**config.mk**
```make
export PLATFORM = sky130hd
export DESIGN_NAME = key_debounce_autorepeat_unit
export DESIGN_NICKNAME = d
export VERILOG_FILES = /design/src/design/kda_pkg.sv /design/src/design/kda_lane.sv /design/src/design/kda_merge.sv /design/src/design/key_debounce_autorepeat_unit.sv
export SDC_FILE = /design/constraint.sdc
export NUM_CORES = 1
export LEC_CHECK = 0
export BUFFER_PORTS_ARGS = -buffer_cell sky130_fd_sc_hd__buf_2
export CORE_AREA = 2 2 250 252
export DETAILED_ROUTE_END_ITERATION = 10
export DIE_AREA = 0 0 252 254
export GPL_TIMING_DRIVEN = 0
export HOLD_SLACK_MARGIN = 0.1
export SKIP_LAST_GASP = 1
export SLEW_MARGIN = 20
export SYNTH_ARGS = -nofsm -noshare
export SYNTH_HDL_FRONTEND = slang
export SYNTH_SLANG_ARGS = --single-unit
```
**constraint.sdc**
```tcl
create_clock -name clk -period 6.6 [get_ports clk]
set_input_delay 1.32 -clock clk [delete_from_list [all_inputs] [get_ports clk]]
set_output_delay 1.32 -clock clk [all_outputs]
set_load 0.005 [all_outputs]
```
**src/design/kda_pkg.sv**
```systemverilog
// ----------------------------------------------------------------------------
// kda_pkg: shared types and constants for the key debounce / autorepeat unit
// Register map, reset values, lane result and merge status types.
// ----------------------------------------------------------------------------
package kda_pkg;

  localparam int KEYS_DEF   = 4;
  localparam int PIN_W      = 4;
  localparam int KIDX_W     = 2;
  localparam int STEP_W     = 16;
  localparam int CNT_W      = 12;
  localparam int DBNC_W     = 8;
  localparam int MLS_W      = 8;
  localparam int APB_AW     = 5;
  localparam int APB_DW     = 32;

  localparam logic [DBNC_W-1:0] DBNC_RST  = 8'd25;
  localparam logic [CNT_W-1:0]  FIRST_RST = 12'd1000;
  localparam logic [CNT_W-1:0]  MID_RST   = 12'd500;
  localparam logic [CNT_W-1:0]  FAST_RST  = 12'd100;
  localparam logic [MLS_W-1:0]  MLS_RST   = 8'd5;
  localparam logic [STEP_W-1:0] STEP_MAX  = '1;

  typedef enum logic [2:0] {
    REG_DEBOUNCE = 3'd0,
    REG_FIRST    = 3'd1,
    REG_MIDDLE   = 3'd2,
    REG_FAST     = 3'd3,
    REG_MID_LAST = 3'd4
  } kda_reg_t;

  typedef struct packed {
    logic [DBNC_W-1:0] debounce;
    logic [CNT_W-1:0]  first;
    logic [CNT_W-1:0]  middle;
    logic [CNT_W-1:0]  fast;
    logic [MLS_W-1:0]  mid_last;
  } kda_cfg_t;

  typedef struct packed {
    logic              emit;
    logic              pressed;
    logic [STEP_W-1:0] step;
  } kda_evt_t;

  typedef struct packed {
    logic any;   // events still queued in the snapshot
    logic one;   // exactly one queued
    logic load;  // an event moves to the output register this cycle
  } kda_mrg_sts_t;

  // A zero delay counts as one tick.
  function automatic logic [CNT_W-1:0] fix_zero(input logic [CNT_W-1:0] v);
    fix_zero = (v == '0) ? CNT_W'(1) : v;
  endfunction

endpackage

```
**src/design/kda_lane.sv**
```systemverilog
// ----------------------------------------------------------------------------
// kda_lane: per-key debounce and typematic repeat core
// Tracks one key's raw level, debounced level, countdown and repeat step.
// ----------------------------------------------------------------------------
module kda_lane import kda_pkg::*; (
  input  logic     clk,
  input  logic     rst_n,
  input  logic     tick,
  input  logic     raw,
  input  kda_cfg_t cfg,
  output kda_evt_t evt
);

  logic              prev_r, prev_nxt;
  logic              lvl_r, lvl_nxt;
  logic              run_r, run_nxt;
  logic [CNT_W-1:0]  cnt_r, cnt_nxt;
  logic [STEP_W-1:0] step_r, step_nxt;

  logic [CNT_W-1:0]  dec;
  logic [STEP_W-1:0] stp_inc;
  logic [CNT_W-1:0]  rpt_dly;
  logic              pressed;

  always_comb begin
    dec     = (cnt_r != '0) ? cnt_r - CNT_W'(1) : '0;
    stp_inc = (step_r != STEP_MAX) ? step_r + STEP_W'(1) : step_r;
    // delay picked by the new step; step one is handled on the press path
    if (stp_inc >= STEP_W'(2) && stp_inc <= STEP_W'(cfg.mid_last)) begin
      rpt_dly = cfg.middle;
    end else if (stp_inc == STEP_W'(1)) begin
      rpt_dly = cfg.first;
    end else begin
      rpt_dly = cfg.fast;
    end
    pressed  = ~raw;

    prev_nxt = prev_r;
    lvl_nxt  = lvl_r;
    run_nxt  = run_r;
    cnt_nxt  = cnt_r;
    step_nxt = step_r;
    evt.emit = 1'b0;

    if (tick) begin
      if (raw != prev_r) begin
        prev_nxt = raw;
        step_nxt = '0;
        cnt_nxt  = fix_zero(CNT_W'(cfg.debounce));
        run_nxt  = 1'b1;
      end else if (run_r) begin
        cnt_nxt = dec;
        if (dec == '0) begin
          run_nxt = 1'b0;
          if (step_r != '0) begin
            step_nxt = stp_inc;
            cnt_nxt  = fix_zero(rpt_dly);
            run_nxt  = 1'b1;
            evt.emit = 1'b1;
          end else if (pressed != lvl_r) begin
            lvl_nxt  = pressed;
            evt.emit = 1'b1;
            if (pressed) begin
              step_nxt = STEP_W'(1);
              cnt_nxt  = fix_zero(cfg.first);
              run_nxt  = 1'b1;
            end
          end
        end
      end
    end

    evt.pressed = lvl_nxt;
    evt.step    = step_nxt;
  end

  always_ff @(posedge clk) begin
    if (!rst_n) begin
      prev_r <= 1'b1;
      lvl_r  <= 1'b0;
      run_r  <= 1'b0;
      cnt_r  <= '0;
      step_r <= '0;
    end else begin
      prev_r <= prev_nxt;
      lvl_r  <= lvl_nxt;
      run_r  <= run_nxt;
      cnt_r  <= cnt_nxt;
      step_r <= step_nxt;
    end
  end

endmodule

```
**src/design/kda_merge.sv**
```systemverilog
// ----------------------------------------------------------------------------
// kda_merge: event merge and output stage
// Snapshots the lane events of a tick and drains them in key order.
// ----------------------------------------------------------------------------
module kda_merge import kda_pkg::*; #(
  parameter int KEYS = KEYS_DEF
) (
  input  logic               clk,
  input  logic               rst_n,
  input  logic               acc,
  input  kda_evt_t           evt [KEYS],
  input  logic               out_stall,
  output logic               in_stall,
  output logic               out_valid,
  output logic [KIDX_W-1:0]  out_key_index,
  output logic               out_is_pressed,
  output logic [STEP_W-1:0]  out_repeat_count,
  output logic               out_last_event,
  output kda_mrg_sts_t       sts
);

  localparam int KW = (KEYS > 1) ? $clog2(KEYS) : 1;

  logic [KEYS-1:0]   pend_r, pend_nxt;
  logic              prs_r [KEYS];
  logic [STEP_W-1:0] stp_r [KEYS];

  logic              ov_r, ov_nxt;
  logic [KIDX_W-1:0] key_r;
  logic              opr_r;
  logic [STEP_W-1:0] ostp_r;
  logic              last_r;

  logic [KW-1:0]     sel;
  logic              take;

  always_comb begin
    sel = '0;
    for (int k = KEYS - 1; k >= 0; k--) begin
      if (pend_r[k]) begin
        sel = KW'(k);
      end
    end
    sts.any  = |pend_r;
    sts.one  = sts.any && ((pend_r & (pend_r - KEYS'(1))) == '0);
    take     = !ov_r || !out_stall;
    sts.load = sts.any && take;
    in_stall = sts.any && !(sts.load && sts.one);

    pend_nxt = pend_r;
    if (sts.load) begin
      pend_nxt[sel] = 1'b0;
    end
    if (acc) begin
      for (int k = 0; k < KEYS; k++) begin
        pend_nxt[k] = evt[k].emit;
      end
    end
    ov_nxt = take ? sts.load : ov_r;
  end

  always_ff @(posedge clk) begin
    if (!rst_n) begin
      pend_r <= '0;
      ov_r   <= 1'b0;
    end else begin
      pend_r <= pend_nxt;
      ov_r   <= ov_nxt;
    end
  end

  // payload: no reset
  always_ff @(posedge clk) begin
    if (acc) begin
      for (int k = 0; k < KEYS; k++) begin
        prs_r[k] <= evt[k].pressed;
        stp_r[k] <= evt[k].step;
      end
    end
    if (sts.load) begin
      key_r  <= KIDX_W'(sel);
      opr_r  <= prs_r[sel];
      ostp_r <= stp_r[sel];
      last_r <= sts.one;
    end
  end

  assign out_valid        = ov_r;
  assign out_key_index    = key_r;
  assign out_is_pressed   = opr_r;
  assign out_repeat_count = ostp_r;
  assign out_last_event   = last_r;

endmodule

```
**src/design/key_debounce_autorepeat_unit.sv**
```systemverilog
// ----------------------------------------------------------------------------
// key_debounce_autorepeat_unit: debounced keys with typematic repeat
// Path: the first event of a tick is registered in the merge snapshot, then in
//   the output register; further events follow one per cycle while out_stall is low.
// Throughput: a tick with no events every cycle; a tick with n events (up to
//   KEYS) holds the merge snapshot until its last event moves out.
// Reset (rst_n, synchronous): keys released, timers idle, steps zero,
//   registers at their defaults, no events pending.
// ----------------------------------------------------------------------------
module key_debounce_autorepeat_unit import kda_pkg::*; #(
  parameter int KEYS = KEYS_DEF
) (
  input  logic              clk,
  input  logic              rst_n,
  // tick channel
  input  logic              in_valid,
  output logic              in_stall,
  input  logic [PIN_W-1:0]  in_pin_levels,
  // event channel
  output logic              out_valid,
  input  logic              out_stall,
  output logic [KIDX_W-1:0] out_key_index,
  output logic              out_is_pressed,
  output logic [STEP_W-1:0] out_repeat_count,
  output logic              out_last_event,
  // configuration port
  input  logic              cfg_psel,
  input  logic              cfg_penable,
  input  logic              cfg_pwrite,
  input  logic [APB_AW-1:0] cfg_paddr,
  input  logic [APB_DW-1:0] cfg_pwdata,
  output logic [APB_DW-1:0] cfg_prdata,
  output logic              cfg_pready
);

  // --------------------------------------------------------------------------
  // Configuration registers. Word index sits at paddr[4:2]; the write lands
  // on the access phase. Indexes past the map are dropped.
  // --------------------------------------------------------------------------
  kda_cfg_t cfg_r, cfg_nxt;
  kda_reg_t ridx;
  logic     wr_en;

  assign cfg_pready = 1'b1;
  assign ridx       = kda_reg_t'(cfg_paddr[4:2]);
  assign wr_en      = cfg_psel && cfg_penable && cfg_pwrite;

  always_comb begin
    cfg_nxt    = cfg_r;
    cfg_prdata = '0;
    case (ridx)
      REG_DEBOUNCE: begin
        cfg_prdata = APB_DW'(cfg_r.debounce);
        if (wr_en) cfg_nxt.debounce = cfg_pwdata[DBNC_W-1:0];
      end
      REG_FIRST: begin
        cfg_prdata = APB_DW'(cfg_r.first);
        if (wr_en) cfg_nxt.first = cfg_pwdata[CNT_W-1:0];
      end
      REG_MIDDLE: begin
        cfg_prdata = APB_DW'(cfg_r.middle);
        if (wr_en) cfg_nxt.middle = cfg_pwdata[CNT_W-1:0];
      end
      REG_FAST: begin
        cfg_prdata = APB_DW'(cfg_r.fast);
        if (wr_en) cfg_nxt.fast = cfg_pwdata[CNT_W-1:0];
      end
      REG_MID_LAST: begin
        cfg_prdata = APB_DW'(cfg_r.mid_last);
        if (wr_en) cfg_nxt.mid_last = cfg_pwdata[MLS_W-1:0];
      end
      default: begin
        cfg_prdata = '0;
      end
    endcase
  end

  always_ff @(posedge clk) begin
    if (!rst_n) begin
      cfg_r.debounce <= DBNC_RST;
      cfg_r.first    <= FIRST_RST;
      cfg_r.middle   <= MID_RST;
      cfg_r.fast     <= FAST_RST;
      cfg_r.mid_last <= MLS_RST;
    end else begin
      cfg_r <= cfg_nxt;
    end
  end

  // --------------------------------------------------------------------------
  // Key lanes. Every lane steps its own key on the accepted tick beat; keys
  // past the pin field see a released level and never fire.
  // --------------------------------------------------------------------------
  logic         tick;
  kda_evt_t     evt [KEYS];
  kda_mrg_sts_t msts;

  assign tick = in_valid && !in_stall;

  for (genvar k = 0; k < KEYS; k++) begin : g_lane
    logic raw;
    if (k < PIN_W) begin : g_pin
      assign raw = in_pin_levels[k];
    end else begin : g_idle
      assign raw = 1'b1;
    end

    kda_lane u_lane (
      .clk   (clk),
      .rst_n (rst_n),
      .tick  (tick),
      .raw   (raw),
      .cfg   (cfg_r),
      .evt   (evt[k])
    );
  end

  // --------------------------------------------------------------------------
  // Merge: hold the tick's events, drain lowest key first, flag the last one.
  // The next tick is taken in the cycle the last queued event moves out.
  // --------------------------------------------------------------------------
  kda_merge #(
    .KEYS (KEYS)
  ) u_merge (
    .clk              (clk),
    .rst_n            (rst_n),
    .acc              (tick),
    .evt              (evt),
    .out_stall        (out_stall),
    .in_stall         (in_stall),
    .out_valid        (out_valid),
    .out_key_index    (out_key_index),
    .out_is_pressed   (out_is_pressed),
    .out_repeat_count (out_repeat_count),
    .out_last_event   (out_last_event),
    .sts              (msts)
  );

  // --------------------------------------------------------------------------
  // Checks
  // --------------------------------------------------------------------------
  // A tick is only taken once the snapshot is empty or its final event leaves.
  a_acc_empty: assert property (@(posedge clk) disable iff (!rst_n)
    (in_valid && !in_stall) |-> (!msts.any || (msts.one && msts.load)))
    else $error("tick accepted over queued events");

  // Moving the only queued event out marks it as the last of its tick.
  a_last_mark: assert property (@(posedge clk) disable iff (!rst_n)
    (msts.load && msts.one) |=> (out_valid && out_last_event))
    else $error("last event of tick not flagged");

  // An event that is not the last must leave more of its tick queued.
  a_more_pend: assert property (@(posedge clk) disable iff (!rst_n)
    (out_valid && !out_last_event) |-> msts.any)
    else $error("non-last event with nothing queued");

endmodule
```
==> out/qor.txt <==
================================================================================
Outcome ........................................................... finished, final reports clean
Std-Cell Rows .....................................................           91
First-pass GRT wire length ........................................     97.64 mm
Clock network power share .........................................        0.395
Count of buffers from port buffering ..............................           54
Crit path max-delay cell type ..................................... sky130_fd_sc_hd__o211ai_1
Min cycle time layout .............................................     4.920 ns
Number of enable flip-flop cells after synthesis ..................           88
Share of synthesized flip-flops with an asynchronous set or reset .            0
X dimension of the die ............................................       252 µm
Achievable frequency ..............................................   0.2033 GHz
Crit-path max FO ..................................................           10
Power Internal ....................................................     2.990 mW
Clk slew on worst S/H paths .......................................      0.07 ns
Cell family contributing the most delay on the critical path ...... compound AO/OA/AOI/OAI gates
Wire per inst .....................................................     20.49 µm
Via count of the first global-routing pass ........................        16030
Total cell area at the placement stage ............................  0.01962 mm²
Switching power summed over all nets ..............................     1.334 mW
Number of warnings reported in the yosys synthesis log ............            0
Core footprint ....................................................  0.06126 mm²
Final GP Congestion ...............................................       0.9511
Largest cells by area after synthesis ............................. sky130_fd_sc_hd__dfxtp_1, sky130_fd_sc_hd__edfxtp_1, sky130_fd_sc_hd__mux2i_1, sky130_fd_sc_hd__nand2_1, sky130_fd_sc_hd__nor2_1
Final clock period utilization by the worst path ..................       0.7454
Via/cell ratio ....................................................        5.595
Hold buffers post-CTS .............................................            0
Switching share of power ..........................................       0.3086
Worst setup margin ................................................     1.680 ns
First-pass detailed-route iteration total .........................            6
Worst hold-check path type ........................................   reg -> reg
Data arrival time of the critical path ............................      5.36 ns
DP Wirelength .....................................................     47.50 mm
Cell chain of the critical path ................................... ha_1 > and3_1 > nand4_1 > clkbuf_1 > nand2_1 > o21ai_0 > ha_1 > nor2b_1 > o21ai_0 > nand2b_1 > a21oi_1 > o21a_1 > o211ai_1 > buf_2 > mux2i_1 > o21ai_0 > a21oi_1 > nor4_1
Global route total overflow .......................................            0
Synth top area share ..............................................       0.1988
Required time at the worst-slack endpoint .........................      7.04 ns
Peak supply drop ..................................................    0.2359 mV
IO Pins ...........................................................          103
Vias after detailed routing .......................................        17630
Register area share after synthesis ...............................       0.3438
Clk_skew ..........................................................   0.01943 ns
Worst slack at placement ..........................................     1.273 ns
Final non-filler cell area ........................................  0.02061 mm²
Maximum cell stage delay along the critical path ..................      0.89 ns
Slew at the pin closest to its max-slew limit .....................     1.141 ns
Total Routing Usage GR ............................................       0.1966
Layout overhead on the synthesized area ...........................       13.06%
Resize count post-CTS .............................................            0
Layout net count ..................................................         2434
Number of diodes added for antenna fixing .........................            0
Worst slew margin .................................................       0.2361
Total clock buffers created by CTS ................................           29
Portion of total power attributed to combinational logic ..........        0.188
Effective utilization at floorplan ................................       0.2975
Crit. End Element .................................................    flip-flop
Number of buffers between clock root and the deepest sink .........            3
Post-Synthesis Mean Instance Area .................................    8.173 µm²
Minimum hold slack ................................................    0.5170 ns
Total Wirelength ..................................................     64.56 mm
Htree depth .......................................................            1
Setup violation total in the final timing report ..................            0
Static leakage ....................................................     7.869 nW
Ratio of cells with drive above 1 in the final layout .............       0.1076
Buffers inserted during post-CTS setup optimization ...............            0
Setup crit start kind .............................................    flip-flop
Buf/Inv on CP .....................................................            2
Yosys top cell by area ............................................ sky130_fd_sc_hd__dfxtp_1
Flip-flop and latch count after synthesis .........................          269
Root buffer cell .................................................. sky130_fd_sc_hd__clkbuf_16
Power per standard cell area ...................................... 209.8 mW/mm²
Type of the setup path with the least slack .......................   reg -> reg
Post-DRT Antenna Nets .............................................            0
Crit path top cell by count ....................................... sky130_fd_sc_hd__o21ai_0
Final core area utilization .......................................       0.3364
Max-cap violations ................................................            0
Relative contribution of sequential cells to total power ..........        0.417
Clock tree from TritonCTS .........................................         done
Clock sink total ..................................................          269
Die outline height ................................................       254 µm
Number of antenna violations at the first check in global routing .            1
Dominant synthesized flop cell .................................... sky130_fd_sc_hd__dfxtp_1
Cell area after technology mapping ................................  0.01823 mm²
Starting DRT DRC Count ............................................         2164
Remaining DRCs ....................................................            0
Number of max-slew violations in the final report .................            0
Synth cell types ..................................................          101
Number of hold violations in the final report .....................            0
Pin count of the biggest net entering global routing ..............           52
Total Die Area ....................................................  0.06401 mm²
Clk Latency, worst-skew pair ......................................      0.60 ns
Setup repair after global routing missed its margin ...............           no
Synthesized instance count ........................................         2230
================================================================================
-- synthesized netlist by cell type, types with 38 or more instances --
cell type / number
sky130_fd_sc_hd__xor2_1: 40
sky130_fd_sc_hd__dfxtp_1: 181
sky130_fd_sc_hd__nand2_1: 229
sky130_fd_sc_hd__ha_1: 48
sky130_fd_sc_hd__and2_1: 39
sky130_fd_sc_hd__edfxtp_1: 88
sky130_fd_sc_hd__clkbuf_1: 119
sky130_fd_sc_hd__xnor2_1: 48
sky130_fd_sc_hd__a21oi_1: 138
sky130_fd_sc_hd__o21ai_0: 123
sky130_fd_sc_hd__nand3_1: 83
sky130_fd_sc_hd__nor3_1: 111
sky130_fd_sc_hd__nor2_1: 218
sky130_fd_sc_hd__nor4_1: 38
sky130_fd_sc_hd__inv_1: 53
sky130_fd_sc_hd__mux2i_1: 123
-- state kept, by name (all words and copies together), names as in the netlist, 2 cells and up --
name,count
u_merge.prs_r,4
g_lane.u_lane.cnt_r,48
g_lane.u_lane.step_r,64
u_merge.out_key_index,2
g_lane.u_lane.prev_r,4
u_merge.pend_r,4
g_lane.u_lane.run_r,4
u_merge.out_repeat_count,16
u_merge.stp_r,64
g_lane.u_lane.lvl_r,4
cfg_r,52
-- placed cells by master, fill, tap and decap left out, types with 26 or more instances in the layout --
cell type,count
sky130_fd_sc_hd__clkbuf_1,121
sky130_fd_sc_hd__and2_1,39
sky130_fd_sc_hd__nand3_1,83
sky130_fd_sc_hd__clkbuf_16,29
sky130_fd_sc_hd__a21oi_1,138
sky130_fd_sc_hd__dfxtp_1,181
sky130_fd_sc_hd__mux2i_1,123
sky130_fd_sc_hd__xor2_1,40
sky130_fd_sc_hd__nor3_1,111
sky130_fd_sc_hd__xnor2_1,48
sky130_fd_sc_hd__a22oi_1,29
sky130_fd_sc_hd__buf_4,28
sky130_fd_sc_hd__nor4_1,38
sky130_fd_sc_hd__nand2_1,229
sky130_fd_sc_hd__ha_1,48
sky130_fd_sc_hd__o21ai_0,123
sky130_fd_sc_hd__nand4_1,35
sky130_fd_sc_hd__and3_1,26
sky130_fd_sc_hd__nor2_1,216
sky130_fd_sc_hd__edfxtp_1,88
sky130_fd_sc_hd__buf_2,93
sky130_fd_sc_hd__inv_1,53
-- worst paths after layout --
path	depth (start not counted)	endpoint	slack, ns	from
setup / recovery	18	g_lane[2].u_lane.cnt_r[6]$_SDFFE_PN0P_	1.68	g_lane[2].u_lane.step_r[1]$_SDFF_PN0_
hold / removal	2	g_lane[3].u_lane.cnt_r[5]$_SDFFE_PN0P_	0.52	g_lane[3].u_lane.cnt_r[5]$_SDFFE_PN0P_
setup reg to reg	18	g_lane[2].u_lane.cnt_r[6]$_SDFFE_PN0P_	1.68	g_lane[2].u_lane.step_r[1]$_SDFF_PN0_
hold reg to reg	2	g_lane[3].u_lane.cnt_r[5]$_SDFFE_PN0P_	0.52	g_lane[3].u_lane.cnt_r[5]$_SDFFE_PN0P_
-- per-layer routing --
| metal | vias up | track usage | wire, µm | part of all wire |
|---|---|---|---|---|
| li1 | 8340 | - | - | - |
| met1 | 8281 | 0.2845 | 29130 | 0.45 |
| met2 | 863 | 0.2937 | 26980 | 0.42 |
| met3 | 146 | 0.03431 | 6117 | 0.095 |
| met4 | 0 | 0.06458 | 2323 | 0.036 |
| met5 | - | 0 | 0 | 0 |
-- tightest hold or removal path, stage by stage (launching register included) --
cell and delay (ns):
sky130_fd_sc_hd__dfxtp_1 0.33, sky130_fd_sc_hd__nand3_1 0.08, sky130_fd_sc_hd__o31ai_2 0.06
-- logic make-up after synthesis --
group | Yosys count | share of synthesized area
adder cells (fa/ha/maj) | 48 | 0.03295
multiplexers | 147 | 0.08258
AND/OR/NAND/NOR | 912 | 0.2542
other | 2 | 0.0004120
AO/OA/AOI/OAI | 514 | 0.1834
buffers and inverters | 250 | 0.06041
XOR/XNOR | 88 | 0.04229
flip-flops | 269 | 0.3438
-- area by class of cell --
type | count | area (µm²)
clock inverter | 18 | 200.2
clock buffer | 36 | 782.0
inverter | 56 | 210.2
sequential | 269 | 6266
tap | 790 | 988.4
buffer | 194 | 895.9
timing repair buffer | 58 | 322.8
multi-input combinational | 1730 | 10940
fill | 6528 | 40650
-- power groups by stage --
stage | Clock, mW | Combinational, mW | Sequential (mW)
after CTS | 1.72 | 0.793 | 1.80
after detailed placement | 0 | 0.789 | 1.84
final | 1.71 | 0.813 | 1.80
after global routing | 1.80 | 0.891 | 1.81
after floorplan | 0 | 0.570 | 1.82
after global placement | 0 | 0.787 | 1.84
-- through the flow --
stage | std cells | total power, mW | setup TNS [ns]
after floorplan | 2249 | 2.392 | 0
after global placement | 3093 | 2.626 | -90.22
after detailed placement | 3097 | 2.626 | 0
after CTS | 3151 | 4.317 | 0
after global routing | 3151 | 4.496 | 0
final | 3151 | 4.324 | 0
No activity file was read; power rests on OpenSTA's default activity.
